## src/rtl/broadcast_share_round_robin_picker_macros.svh

```systemverilog
// Assertion macros shared by the picker RTL.
`ifndef BROADCAST_SHARE_ROUND_ROBIN_PICKER_MACROS_SVH
`define BROADCAST_SHARE_ROUND_ROBIN_PICKER_MACROS_SVH

`ifndef NO_ASSERTIONS
// Same-cycle implication.
`define BSRRP_ASSERT(label, clk, rst, ante, cons) \
  label: assert property (@(posedge clk) disable iff (rst) (ante) |-> (cons)) \
    else $error("picker assertion failed");
// Next-cycle implication.
`define BSRRP_ASSERT_NEXT(label, clk, rst, ante, cons) \
  label: assert property (@(posedge clk) disable iff (rst) (ante) |=> (cons)) \
    else $error("picker assertion failed");
`else
`define BSRRP_ASSERT(label, clk, rst, ante, cons)
`define BSRRP_ASSERT_NEXT(label, clk, rst, ante, cons)
`endif

`endif

```

## src/rtl/bsrrp_pkg.sv

```systemverilog
package bsrrp_pkg;

  // Fixed field widths of the stream items.
  localparam int CPU_W      = 4;
  localparam int BATCH_W    = 16;
  localparam int IN_DATA_W  = 24;
  localparam int OUT_DATA_W = 24;

  // Configuration port.
  localparam int APB_AW = 3;
  localparam int APB_DW = 32;
  localparam int RING_W = 5;
  localparam logic [0:0]        REG_ACTIVE_CPUS   = 1'b0;
  localparam logic [RING_W-1:0] ACTIVE_CPUS_RESET = 5'd16;
  localparam logic [RING_W-1:0] RING_MIN          = 5'd2;

  // Item kinds carried in tuser.
  localparam logic MODE_PUBLISH = 1'b0;
  localparam logic MODE_FETCH   = 1'b1;

  // Controller states.
  localparam int ST_W = 2;
  localparam logic [ST_W-1:0] ST_IDLE = 2'd0;
  localparam logic [ST_W-1:0] ST_SCAN = 2'd1;
  localparam logic [ST_W-1:0] ST_FIN  = 2'd2;

endpackage

```

## src/rtl/bsrrp_slot_mem.sv

```systemverilog
module bsrrp_slot_mem #(
  parameter int DEPTH = 16,
  parameter int AW    = 4,
  parameter int DW    = 32
) (
  input  logic          clk,
  input  logic          rst,
  input  logic [AW-1:0] rd_addr,
  output logic [DW-1:0] rd_data,
  input  logic          wr_en,
  input  logic [AW-1:0] wr_addr,
  input  logic [DW-1:0] wr_data
);

  logic [DW-1:0]    mem [DEPTH];
  logic [DEPTH-1:0] valid;
  logic [DW-1:0]    rd_q;
  logic             rd_valid;

  always_ff @(posedge clk) begin
    if (wr_en) begin
      mem[wr_addr] <= wr_data;
    end
    rd_q <= mem[rd_addr];
  end

  // An entry never written since reset reads as zero.
  always_ff @(posedge clk) begin
    if (rst) begin
      valid    <= '0;
      rd_valid <= 1'b0;
    end else begin
      rd_valid <= valid[rd_addr];
      if (wr_en) begin
        valid[wr_addr] <= 1'b1;
      end
    end
  end

  assign rd_data = rd_valid ? rd_q : '0;

endmodule

```

## src/rtl/bsrrp_cfg.sv

```systemverilog
module bsrrp_cfg #(
  parameter int MAX_CPUS = 16
) (
  input  logic                          clk,
  input  logic                          rst,
  input  logic                          psel,
  input  logic                          penable,
  input  logic                          pwrite,
  input  logic [bsrrp_pkg::APB_AW-1:0]  paddr,
  input  logic [bsrrp_pkg::APB_DW-1:0]  pwdata,
  output logic [bsrrp_pkg::APB_DW-1:0]  prdata,
  output logic                          pready,
  output logic [bsrrp_pkg::RING_W-1:0]  ring_n
);

  logic [bsrrp_pkg::RING_W-1:0] active_cpus;
  logic                         reg_hit;

  assign pready  = 1'b1;
  assign reg_hit = (paddr[bsrrp_pkg::APB_AW-1] == bsrrp_pkg::REG_ACTIVE_CPUS);

  always_ff @(posedge clk) begin
    if (rst) begin
      active_cpus <= bsrrp_pkg::ACTIVE_CPUS_RESET;
    end else if (psel && penable && pwrite && reg_hit) begin
      active_cpus <= pwdata[bsrrp_pkg::RING_W-1:0];
    end
  end

  assign prdata = reg_hit ? bsrrp_pkg::APB_DW'(active_cpus) : '0;

  // The raw register is kept; the ring size is saturated into 2 .. MAX_CPUS.
  always_comb begin
    if (active_cpus < bsrrp_pkg::RING_MIN) begin
      ring_n = bsrrp_pkg::RING_MIN;
    end else if (32'(active_cpus) > MAX_CPUS) begin
      ring_n = bsrrp_pkg::RING_W'(MAX_CPUS);
    end else begin
      ring_n = active_cpus;
    end
  end

endmodule

```

## src/rtl/broadcast_share_round_robin_picker.sv

```systemverilog
// Round-robin picker for shared batches, one batch per producer slot.
// Input items arrive on s_tvalid/s_tready; tuser is the mode (publish or
// fetch), tdata holds cpu and batch_size. A publish item is taken while
// idle and yields no result. A fetch item yields one result on
// m_tvalid/m_tready: tuser is the found flag, tdata the source slot and size.
// A fetch scans one slot per cycle through a registered-read slot memory,
// visiting up to n-1 slots, n being the saturated ring size. A fetch by a
// cpu outside the ring skips the scan and returns a not-found result. The
// block returns to idle, ready for the next item, as the result is placed
// in the output register.
// The APB port holds active_cpus at address 0; write it only while idle.
// Reset empties every slot (sizes and served masks read as zero), sets the
// scan pointer to slot 1 and active_cpus to 16. There is no clearing pass.
// When the receiver stalls, the result waits in the output register and the
// block still takes items while idle; the next fetch result then waits in
// the controller until the output register frees.
module broadcast_share_round_robin_picker #(
  parameter int MAX_CPUS  = 16,
  parameter int SIZE_BITS = 16
) (
  input  logic                              clk,
  input  logic                              rst,
  input  logic                              psel,
  input  logic                              penable,
  input  logic                              pwrite,
  input  logic [bsrrp_pkg::APB_AW-1:0]      paddr,
  input  logic [bsrrp_pkg::APB_DW-1:0]      pwdata,
  output logic [bsrrp_pkg::APB_DW-1:0]      prdata,
  output logic                              pready,
  input  logic                              s_tvalid,
  output logic                              s_tready,
  input  logic [bsrrp_pkg::IN_DATA_W-1:0]   s_tdata,   // cpu[3:0], batch_size[19:4]
  input  logic                              s_tuser,   // mode
  output logic                              m_tvalid,
  input  logic                              m_tready,
  output logic [bsrrp_pkg::OUT_DATA_W-1:0]  m_tdata,   // source_slot[3:0], delivered_size[19:4]
  output logic                              m_tuser    // found
);

`include "broadcast_share_round_robin_picker_macros.svh"

  localparam int SLOT_W  = $clog2(MAX_CPUS);
  localparam int ENTRY_W = SIZE_BITS + MAX_CPUS;

  function automatic logic [7:0] ring_next(input logic [7:0] p, input logic [7:0] n);
    logic [7:0] q;
    q = p + 8'd1;
    return (q >= n) ? 8'd1 : q;
  endfunction

  logic [bsrrp_pkg::RING_W-1:0]  ring_n;
  logic [7:0]                    n8;
  logic [ENTRY_W-1:0]            rd_data;
  logic [ENTRY_W-1:0]            wr_data;
  logic [SLOT_W-1:0]             rd_addr;
  logic [SLOT_W-1:0]             wr_addr;
  logic                          wr_en;

  logic [bsrrp_pkg::ST_W-1:0]    state;
  logic [SLOT_W-1:0]             scan_start;
  logic [SLOT_W-1:0]             start_slot;
  logic [SLOT_W-1:0]             rd_slot;
  logic [SLOT_W-1:0]             cpu_q;
  logic [bsrrp_pkg::RING_W-1:0]  remaining;
  logic                          res_found;
  logic [SLOT_W-1:0]             res_slot;
  logic [SIZE_BITS-1:0]          res_size;

  logic                          accept;
  logic [bsrrp_pkg::CPU_W-1:0]   in_cpu;
  logic [bsrrp_pkg::BATCH_W-1:0] in_batch;
  logic [SIZE_BITS-1:0]          size_in;
  logic                          cpu_in_ring;
  logic [SIZE_BITS-1:0]          ent_size;
  logic [MAX_CPUS-1:0]           ent_mask;
  logic [MAX_CPUS-1:0]           mask_set;
  logic                          hit;
  logic                          out_load;
  logic [bsrrp_pkg::BATCH_W-1:0] size_out;
  logic [bsrrp_pkg::CPU_W-1:0]   slot_out;

  bsrrp_cfg #(
    .MAX_CPUS(MAX_CPUS)
  ) u_cfg (
    .clk     (clk),
    .rst     (rst),
    .psel    (psel),
    .penable (penable),
    .pwrite  (pwrite),
    .paddr   (paddr),
    .pwdata  (pwdata),
    .prdata  (prdata),
    .pready  (pready),
    .ring_n  (ring_n)
  );

  bsrrp_slot_mem #(
    .DEPTH(MAX_CPUS),
    .AW   (SLOT_W),
    .DW   (ENTRY_W)
  ) u_mem (
    .clk     (clk),
    .rst     (rst),
    .rd_addr (rd_addr),
    .rd_data (rd_data),
    .wr_en   (wr_en),
    .wr_addr (wr_addr),
    .wr_data (wr_data)
  );

  assign n8       = 8'(ring_n);
  assign in_cpu   = s_tdata[bsrrp_pkg::CPU_W-1:0];
  assign in_batch = s_tdata[bsrrp_pkg::CPU_W +: bsrrp_pkg::BATCH_W];
  assign s_tready = (state == bsrrp_pkg::ST_IDLE);
  assign accept   = s_tvalid && s_tready;
  assign cpu_in_ring = (8'(in_cpu) < n8);

  // Batch sizes are kept in their low SIZE_BITS bits.
  for (genvar i = 0; i < SIZE_BITS; i++) begin : g_size_in
    if (i < bsrrp_pkg::BATCH_W) begin : g_bit
      assign size_in[i] = in_batch[i];
    end else begin : g_zero
      assign size_in[i] = 1'b0;
    end
  end

  for (genvar i = 0; i < bsrrp_pkg::BATCH_W; i++) begin : g_size_out
    if (i < SIZE_BITS) begin : g_bit
      assign size_out[i] = res_size[i];
    end else begin : g_zero
      assign size_out[i] = 1'b0;
    end
  end

  assign slot_out = bsrrp_pkg::CPU_W'(res_slot);

  // A pointer left beyond a lowered ring restarts at slot 1.
  assign start_slot = ((8'(scan_start) >= n8) || (scan_start == '0))
                      ? SLOT_W'(1) : scan_start;

  assign ent_size = rd_data[ENTRY_W-1:MAX_CPUS];
  assign ent_mask = rd_data[MAX_CPUS-1:0];

  always_comb begin
    mask_set        = ent_mask;
    mask_set[cpu_q] = 1'b1;
  end

  assign hit = (state == bsrrp_pkg::ST_SCAN) && (rd_slot != cpu_q) &&
               (ent_size != '0) && !ent_mask[cpu_q];

  // While idle the first slot of the scan is fetched ahead of acceptance.
  assign rd_addr = (state == bsrrp_pkg::ST_SCAN)
                   ? SLOT_W'(ring_next(8'(rd_slot), n8)) : start_slot;

  always_comb begin
    wr_en   = 1'b0;
    wr_addr = rd_slot;
    wr_data = {ent_size, mask_set};
    if (hit) begin
      wr_en = 1'b1;
    end else if (accept && (s_tuser == bsrrp_pkg::MODE_PUBLISH) && cpu_in_ring) begin
      wr_en   = 1'b1;
      wr_addr = SLOT_W'(in_cpu);
      wr_data = {size_in, {MAX_CPUS{1'b0}}};
    end
  end

  assign out_load = (state == bsrrp_pkg::ST_FIN) && (!m_tvalid || m_tready);

  always_ff @(posedge clk) begin
    rd_slot <= rd_addr;
  end

  always_ff @(posedge clk) begin
    if (rst) begin
      state      <= bsrrp_pkg::ST_IDLE;
      scan_start <= SLOT_W'(1);
      remaining  <= '0;
    end else begin
      unique case (state)
        bsrrp_pkg::ST_IDLE: begin
          if (accept && (s_tuser == bsrrp_pkg::MODE_FETCH)) begin
            scan_start <= SLOT_W'(ring_next(8'(start_slot), n8));
            cpu_q      <= SLOT_W'(in_cpu);
            remaining  <= ring_n - bsrrp_pkg::RING_W'(1);
            res_found  <= 1'b0;
            res_slot   <= '0;
            res_size   <= '0;
            state      <= cpu_in_ring ? bsrrp_pkg::ST_SCAN : bsrrp_pkg::ST_FIN;
          end
        end
        bsrrp_pkg::ST_SCAN: begin
          if (hit) begin
            res_found <= 1'b1;
            res_slot  <= rd_slot;
            res_size  <= ent_size;
            state     <= bsrrp_pkg::ST_FIN;
          end else if (remaining == bsrrp_pkg::RING_W'(1)) begin
            state <= bsrrp_pkg::ST_FIN;
          end else begin
            remaining <= remaining - bsrrp_pkg::RING_W'(1);
          end
        end
        bsrrp_pkg::ST_FIN: begin
          if (out_load) begin
            state <= bsrrp_pkg::ST_IDLE;
          end
        end
        default: begin
          state <= bsrrp_pkg::ST_IDLE;
        end
      endcase
    end
  end

  // Output register: a finished result waits here while the block goes on.
  always_ff @(posedge clk) begin
    if (rst) begin
      m_tvalid <= 1'b0;
    end else if (out_load) begin
      m_tvalid <= 1'b1;
    end else if (m_tready) begin
      m_tvalid <= 1'b0;
    end
  end

  always_ff @(posedge clk) begin
    if (out_load) begin
      m_tuser <= res_found;
      m_tdata <= bsrrp_pkg::OUT_DATA_W'({size_out, slot_out});
    end
  end

  `BSRRP_ASSERT(a_hit_not_slot0, clk, rst, hit, rd_slot != '0)
  `BSRRP_ASSERT(a_miss_zero, clk, rst, m_tvalid && !m_tuser, m_tdata == '0)
  `BSRRP_ASSERT(a_start_nonzero, clk, rst, 1'b1, scan_start != '0)
  `BSRRP_ASSERT(a_scan_bounded, clk, rst, state == bsrrp_pkg::ST_SCAN, remaining != '0)
  `BSRRP_ASSERT_NEXT(a_hit_finishes, clk, rst, hit, state == bsrrp_pkg::ST_FIN && res_found)

endmodule

```

## config.mk

```make
export PLATFORM = sky130hd
export DESIGN_NAME = broadcast_share_round_robin_picker
export DESIGN_NICKNAME = d
export VERILOG_FILES = /design/src/rtl/bsrrp_pkg.sv /design/src/rtl/bsrrp_slot_mem.sv /design/src/rtl/bsrrp_cfg.sv /design/src/rtl/broadcast_share_round_robin_picker.sv
export VERILOG_INCLUDE_DIRS = /design/src /design/src/rtl
export SDC_FILE = /design/constraint.sdc
export NUM_CORES = 1
export LEC_CHECK = 0
export ABC_AREA = 0
export BUFFER_PORTS_ARGS = -buffer_cell sky130_fd_sc_hd__buf_4
export CORE_MARGIN = 5
export CORE_UTILIZATION = 55
export CTS_BUF_LIST = sky130_fd_sc_hd__clkbuf_16
export DETAILED_ROUTE_END_ITERATION = 8
export PLACE_DENSITY_LB_ADDON = 0.05
export SLEW_MARGIN = 20
export SYNTH_ARGS = -nofsm -noshare
export SYNTH_HDL_FRONTEND = slang
export SYNTH_SLANG_ARGS = --single-unit
```

## constraint.sdc

```tcl
create_clock -name clk -period 8 [get_ports clk]
set_clock_uncertainty 0.2 [all_clocks]
set_input_delay 1.6 -clock clk [delete_from_list [all_inputs] [get_ports clk]]
set_output_delay 1.6 -clock clk [all_outputs]
set_load 0.005 [all_outputs]
```

## After elaboration in Yosys (flattened, before gate mapping)

Memory sizes are Yosys's and may differ from the RTL's. A register that Yosys moved wholly into a read port is not among the register bits.
Index checks and enable logic that the tools add are counted.

| cells by class | value |
|---|---|
| divide/modulo/power cells | 0 |
| multiply operators | 0 |
| shift operators | 0 |
| eq/ne operators | 10 |
| bitwise operators | 5 |
| reduce and logical (&&, ||, !) cells | 27 |
| $lt $le $gt $ge | 11 |
| add/subtract/negate cells | 4 |
| multiplexer cells | 45 |

Operators by type and width:

| operator | count |
|---|---|
| $mux W32 | 3 |
| $mux W16 | 2 |
| $mux W4 | 8 |
| $or A16 B16 Y16 | 2 |
| $pmux W16 S2 | 1 |
| $mux W5 | 6 |
| $reduce_bool A16 Y1 | 1 |
| $lt A4 B5 Y1 const B | 3 |
| $logic_and A1 B1 Y1 | 13 |
| $mux W1 | 12 |
| $add A4 B1 Y5 const B | 2 |
| $ge A5 B5 Y1 | 2 |
| $mux W2 | 5 |
| $pmux W5 S2 | 1 |
| $sub A5 B1 Y5 const B | 2 |
| $bmux W1 S4 | 2 |
| $demux W1 S4 | 2 |
| $ge A4 B1 Y1 const B | 2 |
| $ne A2 B2 Y1 const B | 4 |
| $pmux W4 S2 | 1 |
| $reduce_and A4 Y1 | 2 |
| $pmux W2 S3 | 1 |
| $reduce_and A3 Y1 | 2 |
| $eq A5 B1 Y1 const B | 1 |
| 17 further kinds | 22 |

| storage, ports and cells | value |
|---|---|
| memories | 1 |
| memory bits (writable) | 512 |
| input bits | 67 |
| ROM bits | 0 |
| logic and storage cells | 117 |
| register bits after elaboration | 84 |
| latch bits | 0 |

Memories:

| memory | words | width | rd ports | clocked after Yosys merged registers in | wr ports | line | RTL |
|---|---|---|---|---|---|---|---|
| u_mem.mem | 16 | 32 | 1 | 1 | 1 | bsrrp_slot_mem.sv:15 | `logic [DW-1:0] mem [DEPTH];` |

## Longest topological paths before layout

Gate-level depths: netlist of the first run.

| depth | value |
|---|---|
| depth in word-level cells | 12 |
| mapped depth | 17 |

## Hierarchy

A second synthesis of the first run with hierarchy kept.

| unflattened totals | value |
|---|---|
| cells, all modules | 1301 |
| area total of the unflattened synthesis | 24862.6 sq um |

By module, submodules not included:

| module | cells an instance | sequential area each (sq um) | area an instance (sq um) | instances |
|---|---|---|---|---|
| bsrrp_slot_mem | 908 | 16355.7 | 20707.4 | 1 |
| broadcast_share_round_robin_picker | 328 | 1701.6 | 3618.5 | 1 |
| bsrrp_cfg | 65 | 100.1 | 536.8 | 1 |

## Worst setup path after synthesis of the first run

No wires, ideal clock.

| timing | value |
|---|---|
| path type | input port to flip-flop |
| from | input port s_tdata[0] in the netlist's numbering |
| to | memory u_mem.mem[10][0], enable pin |
| cell stages on the path | 7 |
| arrival | 4.463 ns |
| path slack | 2.902 ns |
| setup time | 0.435 ns |
| required time | 7.365 ns |
| buffers on the path | 2 |
| cells stage by stage | clkbuf_1 > o41a_1 > o21ai_1 > a31o_2 > clkbuf_1 > nand3b_1 > o22ai_1 |

| between the ends | value |
|---|---|
| word-level cells in the longest chain between the ends | 6 |

Ends and longest elaborated chain:

| what | line | RTL |
|---|---|---|
| start: declaration | broadcast_share_round_robin_picker.sv:32 | `input logic [bsrrp_pkg::IN_DATA_W-1:0] s_tdata,` |
| $lt A4 B5 Y1 | broadcast_share_round_robin_picker.sv:116 | `assign cpu_in_ring = (8'(in_cpu) < n8);` |
| $logic_and A1 B1 Y1 | broadcast_share_round_robin_picker.sv:162 | `end else if (accept && (s_tuser == bsrrp_pkg::MODE_PUBLISH) && cpu_in_ring) begin` |
| $mux W1 | broadcast_share_round_robin_picker.sv:162 |  |
| $mux W1 | broadcast_share_round_robin_picker.sv:160 | `if (hit) begin` |
| $mux W1 | bsrrp_slot_mem.sv:21 | `if (wr_en) begin` |
| $mux W1 (implied by the code) | bsrrp_slot_mem.sv:22 | `mem[wr_addr] <= wr_data;` |
| end: declaration | bsrrp_slot_mem.sv:15 |  |

Several ways; a longest one is shown, not always the timed one.

## Worst setup path in the final report of the first run

| timing | value |
|---|---|
| from | register u_cfg.active_cpus[4] in the netlist's numbering |
| to | memory u_mem.mem[6][5], enable pin |

| between the ends | value |
|---|---|
| word-level cells in the longest chain between the ends | 9 |

Ends and longest elaborated chain:

| what | line | RTL |
|---|---|---|
| start: declaration | bsrrp_cfg.sv:16 | `logic [bsrrp_pkg::RING_W-1:0] active_cpus;` |
| start signal: assignment | bsrrp_cfg.sv:24 | `active_cpus <= bsrrp_pkg::ACTIVE_CPUS_RESET;` |
| start signal: assignment | bsrrp_cfg.sv:26 | `active_cpus <= pwdata[bsrrp_pkg::RING_W-1:0];` |
| $gt A5 B5 Y1 | bsrrp_cfg.sv:36 | `end else if (32'(active_cpus) > MAX_CPUS) begin` |
| $mux W5 | bsrrp_cfg.sv:36 |  |
| $mux W5 (*) | bsrrp_cfg.sv:34 | `if (active_cpus < bsrrp_pkg::RING_MIN) begin` |
| $lt A4 B5 Y1 (*) | broadcast_share_round_robin_picker.sv:116 |  |
| $logic_and A1 B1 Y1 (*) | broadcast_share_round_robin_picker.sv:162 |  |
| $mux W1 | broadcast_share_round_robin_picker.sv:162 |  |
| $mux W1 | broadcast_share_round_robin_picker.sv:160 |  |
| $mux W1 | bsrrp_slot_mem.sv:21 |  |
| $mux W1 (implied by the code) | bsrrp_slot_mem.sv:22 |  |

Every way passes the cells marked *; elsewhere a longest branch is shown, timed or not.

==> results.md, run 1 <==
- Mapped Cells: 1708
- Largest net degree at the start of global routing: 130
- Critical path, cell by cell: clkinv_1, o21ai_0, ha_1, o41a_1, o21ai_1, a31o_2, buf_4, nand3b_1, o22ai_4, buf_4
- Initial Util: 55.5%
- Die span in y: 221 um
- Die Wd: 221 um
- Dpl hpwl: 28.8 mm
- I/O Buffers: 61
- Vias/cell: between 6 and 7
- CTS resizes: 0
- Relative slew margins: 24.0%
- First DRT Iteration DRCs: 1670
- Placed cell count: 2292
- Pre-antenna DRT Iters: 5
- Leakage: 9.33 nW
- Placer congestion estimate: between 0.7 and 0.8
- Avg Cell Area, Syn: 14.3 um^2
- Period utilization: between 60% and 70%
- Worst slew pin tran: 1.14 ns
- Row Count: 77
- Final Non-Filler Cells: 2404
- CTS Buf Count: 61
- Final hold violations: 0
- Yosys reg bits: 628
- Number of synthesized flops with an enable pin: 558
- Core area: 44100 um^2
- Post-route ant nets: 0
- FILL cells: 3321
- Highest clock rate: around 0.21 GHz
- Req. time, crit path: 8.05 ns
- H-Tree Depth: 2
- Post-layout min period: 4.85 ns
- Final Max Tran Viols: 0
- Area fraction of the dominant cell type after synthesis: just under 70%
- CP Launch Type: flop
- Sequential area share after synthesis: 74.1%
- Synthesized cell area: 24500 um^2
- Routing usage on met2: around two fifths
- Post-CTS Hold Fix Bufs: 0
- Kind of critical path: flop to flop
- Routing usage on met3: about 3.3%
- Die Footprint: between 40000 and 50000 um^2
- Overall Global Routing Usage: between 20% and 30%
- Grt ovf: 0
- # clock sinks: 628
- Area contributors post-synth: edfxtp_1 68%, dfxtp_1 5.7%, a22oi_1 4.5%
- CP delay by family, top: compound AO/OA/AOI/OAI gates
- Most frequent cell after synthesis: edfxtp_1
- Clock Path Buffers: 3
- Final setup vio count: 0
- RSZ-0062 raised after global routing: no
- Detailed-route wire length: slightly above 60 mm
- Max stage delay on crit path: approximately 0.64 ns
- Post-synth cell types: 61
- Busiest grt layer: met2
- Crit. End Element: flop
- Vias in the first global route: 14600
- Worst VDD drop: 227 uV
- Outcome: finished, final reports clean
- Post-CTS setup buffer count: 0
- N_diodes: 0
- Top Ports: 127
- Met1 Resource Use GR: 34.7%
- Worst-path clk slew: roughly 0.060 ns
- Post-synth ARST share: 0%
- First-pass GRT wire length: between 90 and 100 mm
- Share of cells above drive strength 1: 13.3%
- Vias: 15000
- MaxCap Viol Count: 0
- Power Total: 7.04 mW
- Worst-skew pair later-pin latency: 0.62 ns
- Setup TNS: 0 ns
- Critical path buffers and inverters: 3
- CTS tree: built
- Drc violations: 0
- Commonest cells post-synth: 558 x edfxtp_1, 185 x nand2_1, 155 x o21ai_0, 146 x a22oi_1, 128 x a31oi_1
- Fin util: 62.7%
- Main flop type after synthesis: edfxtp_1
- Crit-path slowest cell: o22ai_4
- PwrDens: 254 nW/um^2
- Area growth, synth to finish: 12.9%
- Hold crit path type: flop to flop
- CP dominant cell by count: buf_4
- Initial antenna violation count: 0
- Nets: roughly 1900
- Synth area leader: edfxtp_1
- WL/cell: 25.3 um
- Ys Warns: 0
- Root buf cell: clkbuf_16
- Worst Path Max Fanout: 53
- CP arrival: ~5 ns
layout by cell type (no fill, tap or decap), types with 17 or more instances in the layout:
| cell | Yosys | routed |
|---|---|---|
| edfxtp_1 | 558 | 558 |
| inv_1 | 12 | 27 |
| clkinv_1 | 1 | 17 |
| conb_1 | 2 | 32 |
| ha_1 | 22 | 22 |
| buf_4 | 32 | 100 |
| dfxtp_1 | 70 | 69 |
| and3_1 | 19 | 19 |
| clkbuf_16 | 0 | 61 |
| a31oi_1 | 128 | 128 |
| or4_1 | 32 | 32 |
| nor2_1 | 60 | 57 |
| nand2_1 | 185 | 181 |
| o21ai_0 | 155 | 154 |
| a22oi_1 | 146 | 146 |
layout make-up:
type                       instances  area, um^2  share of cell area (%)
sequential                       628       18200                    65.7
clock buffer                      61        1530                    5.52
timing repair buffer             105         858                    3.10
inverter                          15        56.3                   0.204
tap                              592         741                    2.68
multi-input combinational        952        5940                    21.5
clock inverter                    51         373                    1.35
metal layers:
metal  share of wire, %  wire (um)
met2                 48      29300
met1                 42      25600
met3                7.7       4690
met4                2.1       1260
met5                  0          0
final timing paths:
kind	start	endpoint	slack, ns	cells after the start
worst max-delay path	u_cfg.active_cpus[4]	u_mem.mem[6][5]	3.15	10
worst min-delay path	res_size[5]	m_tdata[9]	0.22	0
worst max register to register	u_cfg.active_cpus[4]	u_mem.mem[6][5]	3.15	10
worst min register to register	res_size[5]	m_tdata[9]	0.22	0
through the flow:
| stage | setup WS (ns) | hold slack, ns | area, um^2 |
|---|---|---|---|
| global route | 2.85 | 0.224 | 27700 |
| global placement | 2.69 | 0.202 | 25700 |
| CTS | 3.09 | 0.218 | 27600 |
| detailed placement | 2.62 | 0.205 | 25700 |
| finish | 3.15 | 0.217 | 27700 |
| floorplan | 2.90 | 0.200 | 24600 |
registers in the layout (all words and copies together), names as in the netlist:
name	flops
cpu_q	4
m_tdata	20
m_tuser	1
m_tvalid	1
rd_slot	4
remaining	5
res_found	1
res_size	16
res_slot	4
scan_start	4
state	2
u_cfg.active_cpus	5
u_mem.mem	512
u_mem.rd_q	32
u_mem.rd_valid	1
u_mem.valid	16
cell families after synthesis:
kind of cell,synth area share (%)
buf+inv,3.04
flops,74.1
compound gates,13.3
other cells,0.0307
xor+xnor,0.322
mux,1.03
simple gates,7.01
fa+ha+maj,1.12
where the power goes:
part	internal, mW	leakage (nW)	switching, mW
registers	3.65	5.73	0.0698
clock network	1.57	0.993	1.18
logic	0.190	2.61	0.389
Power figures use the tool's default switching activity.
==> run 2: changes to the inputs <==
clock period = 4.8 ns   (was 8 ns; I/O delays follow)
==> results.md, run 2 (synthesis results as in run 1) <==
- Outcome: finished, final reports clean
- CP arrival: 4.70 ns (-0.20 ns)
- Worst-path clk slew: 0.06 ns (about the same)
- First DRT Iteration DRCs: 1768 (+5.9%)
- Die Wd: 221 um (unchanged)
- Final hold violations: 0 (unchanged)
- Most frequent cells in the layout: 558 x edfxtp_1, 181 x nand2_1, 154 x o21ai_0
- RSZ-0062 raised after global routing: no
- Leakage: 9.61 nW (+2.9%)
- Worst R2R Start: u_cfg.active_cpus[2]
- Setup TNS: 0 ns (unchanged)
- Sequential power share: 51.2% (-1.6 points)
- Root buf cell: clkbuf_16
- Vias/cell: 6.19 (-0.89%)
- Vias in the first global route: 14900 (+2.5%)
- N_diodes: 0 (unchanged)
- CTS Buf Count: 61 (unchanged)
- Final Max Tran Viols: 0 (unchanged)
- Grt ovf: 0 (unchanged)
- Cell Int Power: 9.33 mW (+73%)
- Max layer used: met4
- Place WS: 0.477 ns (-2.15 ns)
- Nets: 1871 (+1.0%)
- Routed wl met3: 4.83 mm (+2.9%)
- WHS Endpoint: m_tdata[5]
- Area growth, synth to finish: 15.3%
- Top Ports: 127 (unchanged)
- Setup ws final: 0.403 ns (-2.75 ns)
- # clock sinks: 628 (unchanged)
- Largest register FFs: 512 (unchanged)
- Worst R2R End: scan_start[0]
- Final setup vio count: 0 (unchanged)
- Commonest non-fill, non-tap cell in the layout: edfxtp_1
- Clk network pwr share: 40.5% (+1.5 points)
- Post-route ant nets: 0 (unchanged)
- First-pass GRT wire length: 92.7 mm (+2.4%)
- Crit. End Element: flop
- Top flop regs: u_mem.mem: 512 flops, u_mem.rd_q: 32 flops, m_tdata: 20 flops
- Worst slew pin tran: 1.07 ns (-0.0629 ns)
- Row Count: 77 (unchanged)
- Core area: 44100 um^2 (unchanged)
- Drc violations: 0 (unchanged)
- Period utilization: 91.6% (+31 points)
- Detailed-route wire length: 61.4 mm (+0.81%)
- Switching Fraction: 22.9% (-0.30 points)
- Cell depth of the worst flop-to-flop path: 17 (+7)
- Kind of critical path: flop to flop
- Share of cells above drive strength 1: 14.4% (+1.1 points)
- Initial antenna violation count: 0 (unchanged)
- CP Launch Type: flop
- Worst-skew pair later-pin latency: 0.63 ns (about the same)
- PwrDens: 428 nW/um^2 (+68%)
- WL/cell: 25.3 um (-0.14%)
- Initial Util: 55.5% (unchanged)
- CTS resizes: 0 (unchanged)
- Reg with most FFs: u_mem.mem
- Post-CTS Hold Fix Bufs: 0 (unchanged)
- Routed met2 length: 30.0 mm (+2.4%)
- Clock Path Buffers: 3 (unchanged)
- Post-CTS setup buffer count: 0 (unchanged)
- I/O Buffers: 61 (unchanged)
- Worst hold path cell count: 0 (unchanged)
- Placer congestion estimate: 0.850 (+8.1%)
- Die span in y: 221 um (unchanged)
- Req. time, crit path: 5.10 ns (-2.95 ns)
- CTS tree: built
- Highest clock rate: 0.227 GHz (+10%)
- Worst Path Max Fanout: 6 (-89%)
- Dpl hpwl: 31.9 mm (+11%)
- H-Tree Depth: 2 (unchanged)
- Comb pwr share: 8.4% (+0.2 points)
- MaxCap Viol Count: 0 (unchanged)
- Placed cell count: 2310 (+0.79%)
- Post-layout min period: 4.40 ns (-0.454 ns)
- Relative slew margins: 28.2% (+4.2 points)
- Worst VDD drop: 364 uV (+60%)
- Pre-antenna DRT Iters: 6 (+1)
- Vias: 15000 (+0.053%)
- Hold crit path type: flop to flop
- WL met1: 25.4 mm (-1.0%)
- Worst hold start: res_size[1]
- Worst reg-to-reg setup slack: 0.40 ns (-2.75 ns)
- Die Footprint: 48900 um^2 (unchanged)
- Sw Pwr: 2.77 mW (+70%)
- Largest net degree at the start of global routing: 92 (-29%)
- Final Non-Filler Cells: 2427 (+0.96%)
- Overall Global Routing Usage: 24.6% (+0.47 points)
## run 2: cell types whose count changed in the layout (fill, tap and decap cells not counted), sizes merged
cell / delta
inv: +8
buf: +19
bufinv: +5
clkinv: -9
## run 2: worst max path at each step
stage                               from          endpoint  slack [ns]  cells after the start
finish              u_cfg.active_cpus[2]     scan_start[0]        0.40                     17
global route        u_cfg.active_cpus[4]     scan_start[0]         0.1                     17
CTS                 u_cfg.active_cpus[2]     scan_start[0]        0.42                     17
detailed placement  u_cfg.active_cpus[4]     scan_start[0]        0.48                     17
global placement    u_cfg.active_cpus[2]     scan_start[0]        0.46                     17
floorplan                     s_tdata[0]  u_mem.mem[10][0]        0.34                      7
## run 2: cell type report
| cell class | count | area [um^2] |
|---|---|---|
| timing repair buffer | 124 | 1290 |
| fill | 3287 | 15900 |
| clock inverter | 55 | 546 |
| clock buffer | 61 | 1530 |
| inverter | 15 | 56.3 |
| tap | 592 | 741 |
| multi-input combinational | 952 | 5930 |
| sequential | 628 | 18200 |
## run 2: per-stage QoR
step                utilization (%)  hold slack, ns  power, mW  cell area, um^2
floorplan                         -           0.200       6.90            24600
global placement               59.3           0.200       7.28            26200
detailed placement             59.3           0.205       7.30            26200
CTS                            64.0           0.219       12.2            28200
global route                   64.0           0.225       12.5            28200
finish                         64.0           0.217       12.1            28200
## run 2: metal layers
layer / track usage (%) / up-vias
li1: - / 6756
met1: 34.4 / 7561
met2: 40.7 / 615
met3: 4.33 / 89
met4: 6.08 / 0
met5: 0 / -
## run 2: power groups by stage
stage	Clock (mW)	Sequential, mW	Combinational (mW)
global route	5.22	6.20	1.11
finish	4.90	6.19	1.01
global placement	0	6.30	0.982
detailed placement	0	6.30	0.998
floorplan	0	6.24	0.652
CTS	4.97	6.19	1.00
## run 2: worst max-delay path: stages (launching register included)
cell and delay, ns:
dfxtp_1 0.43, nor2_1 0.10, o21ai_0 0.67, ha_1 0.37
nand2_1 0.06, o21ai_1 0.10, a21oi_1 0.21, buf_4 0.17
nand2_1 0.10, ha_1 0.25, xnor2_1 0.25, ha_1 0.27
nor2b_1 0.12, o21ai_0 0.14, nand2b_1 0.07, a211oi_1 0.40
a22oi_1 0.11, or2_2 0.29
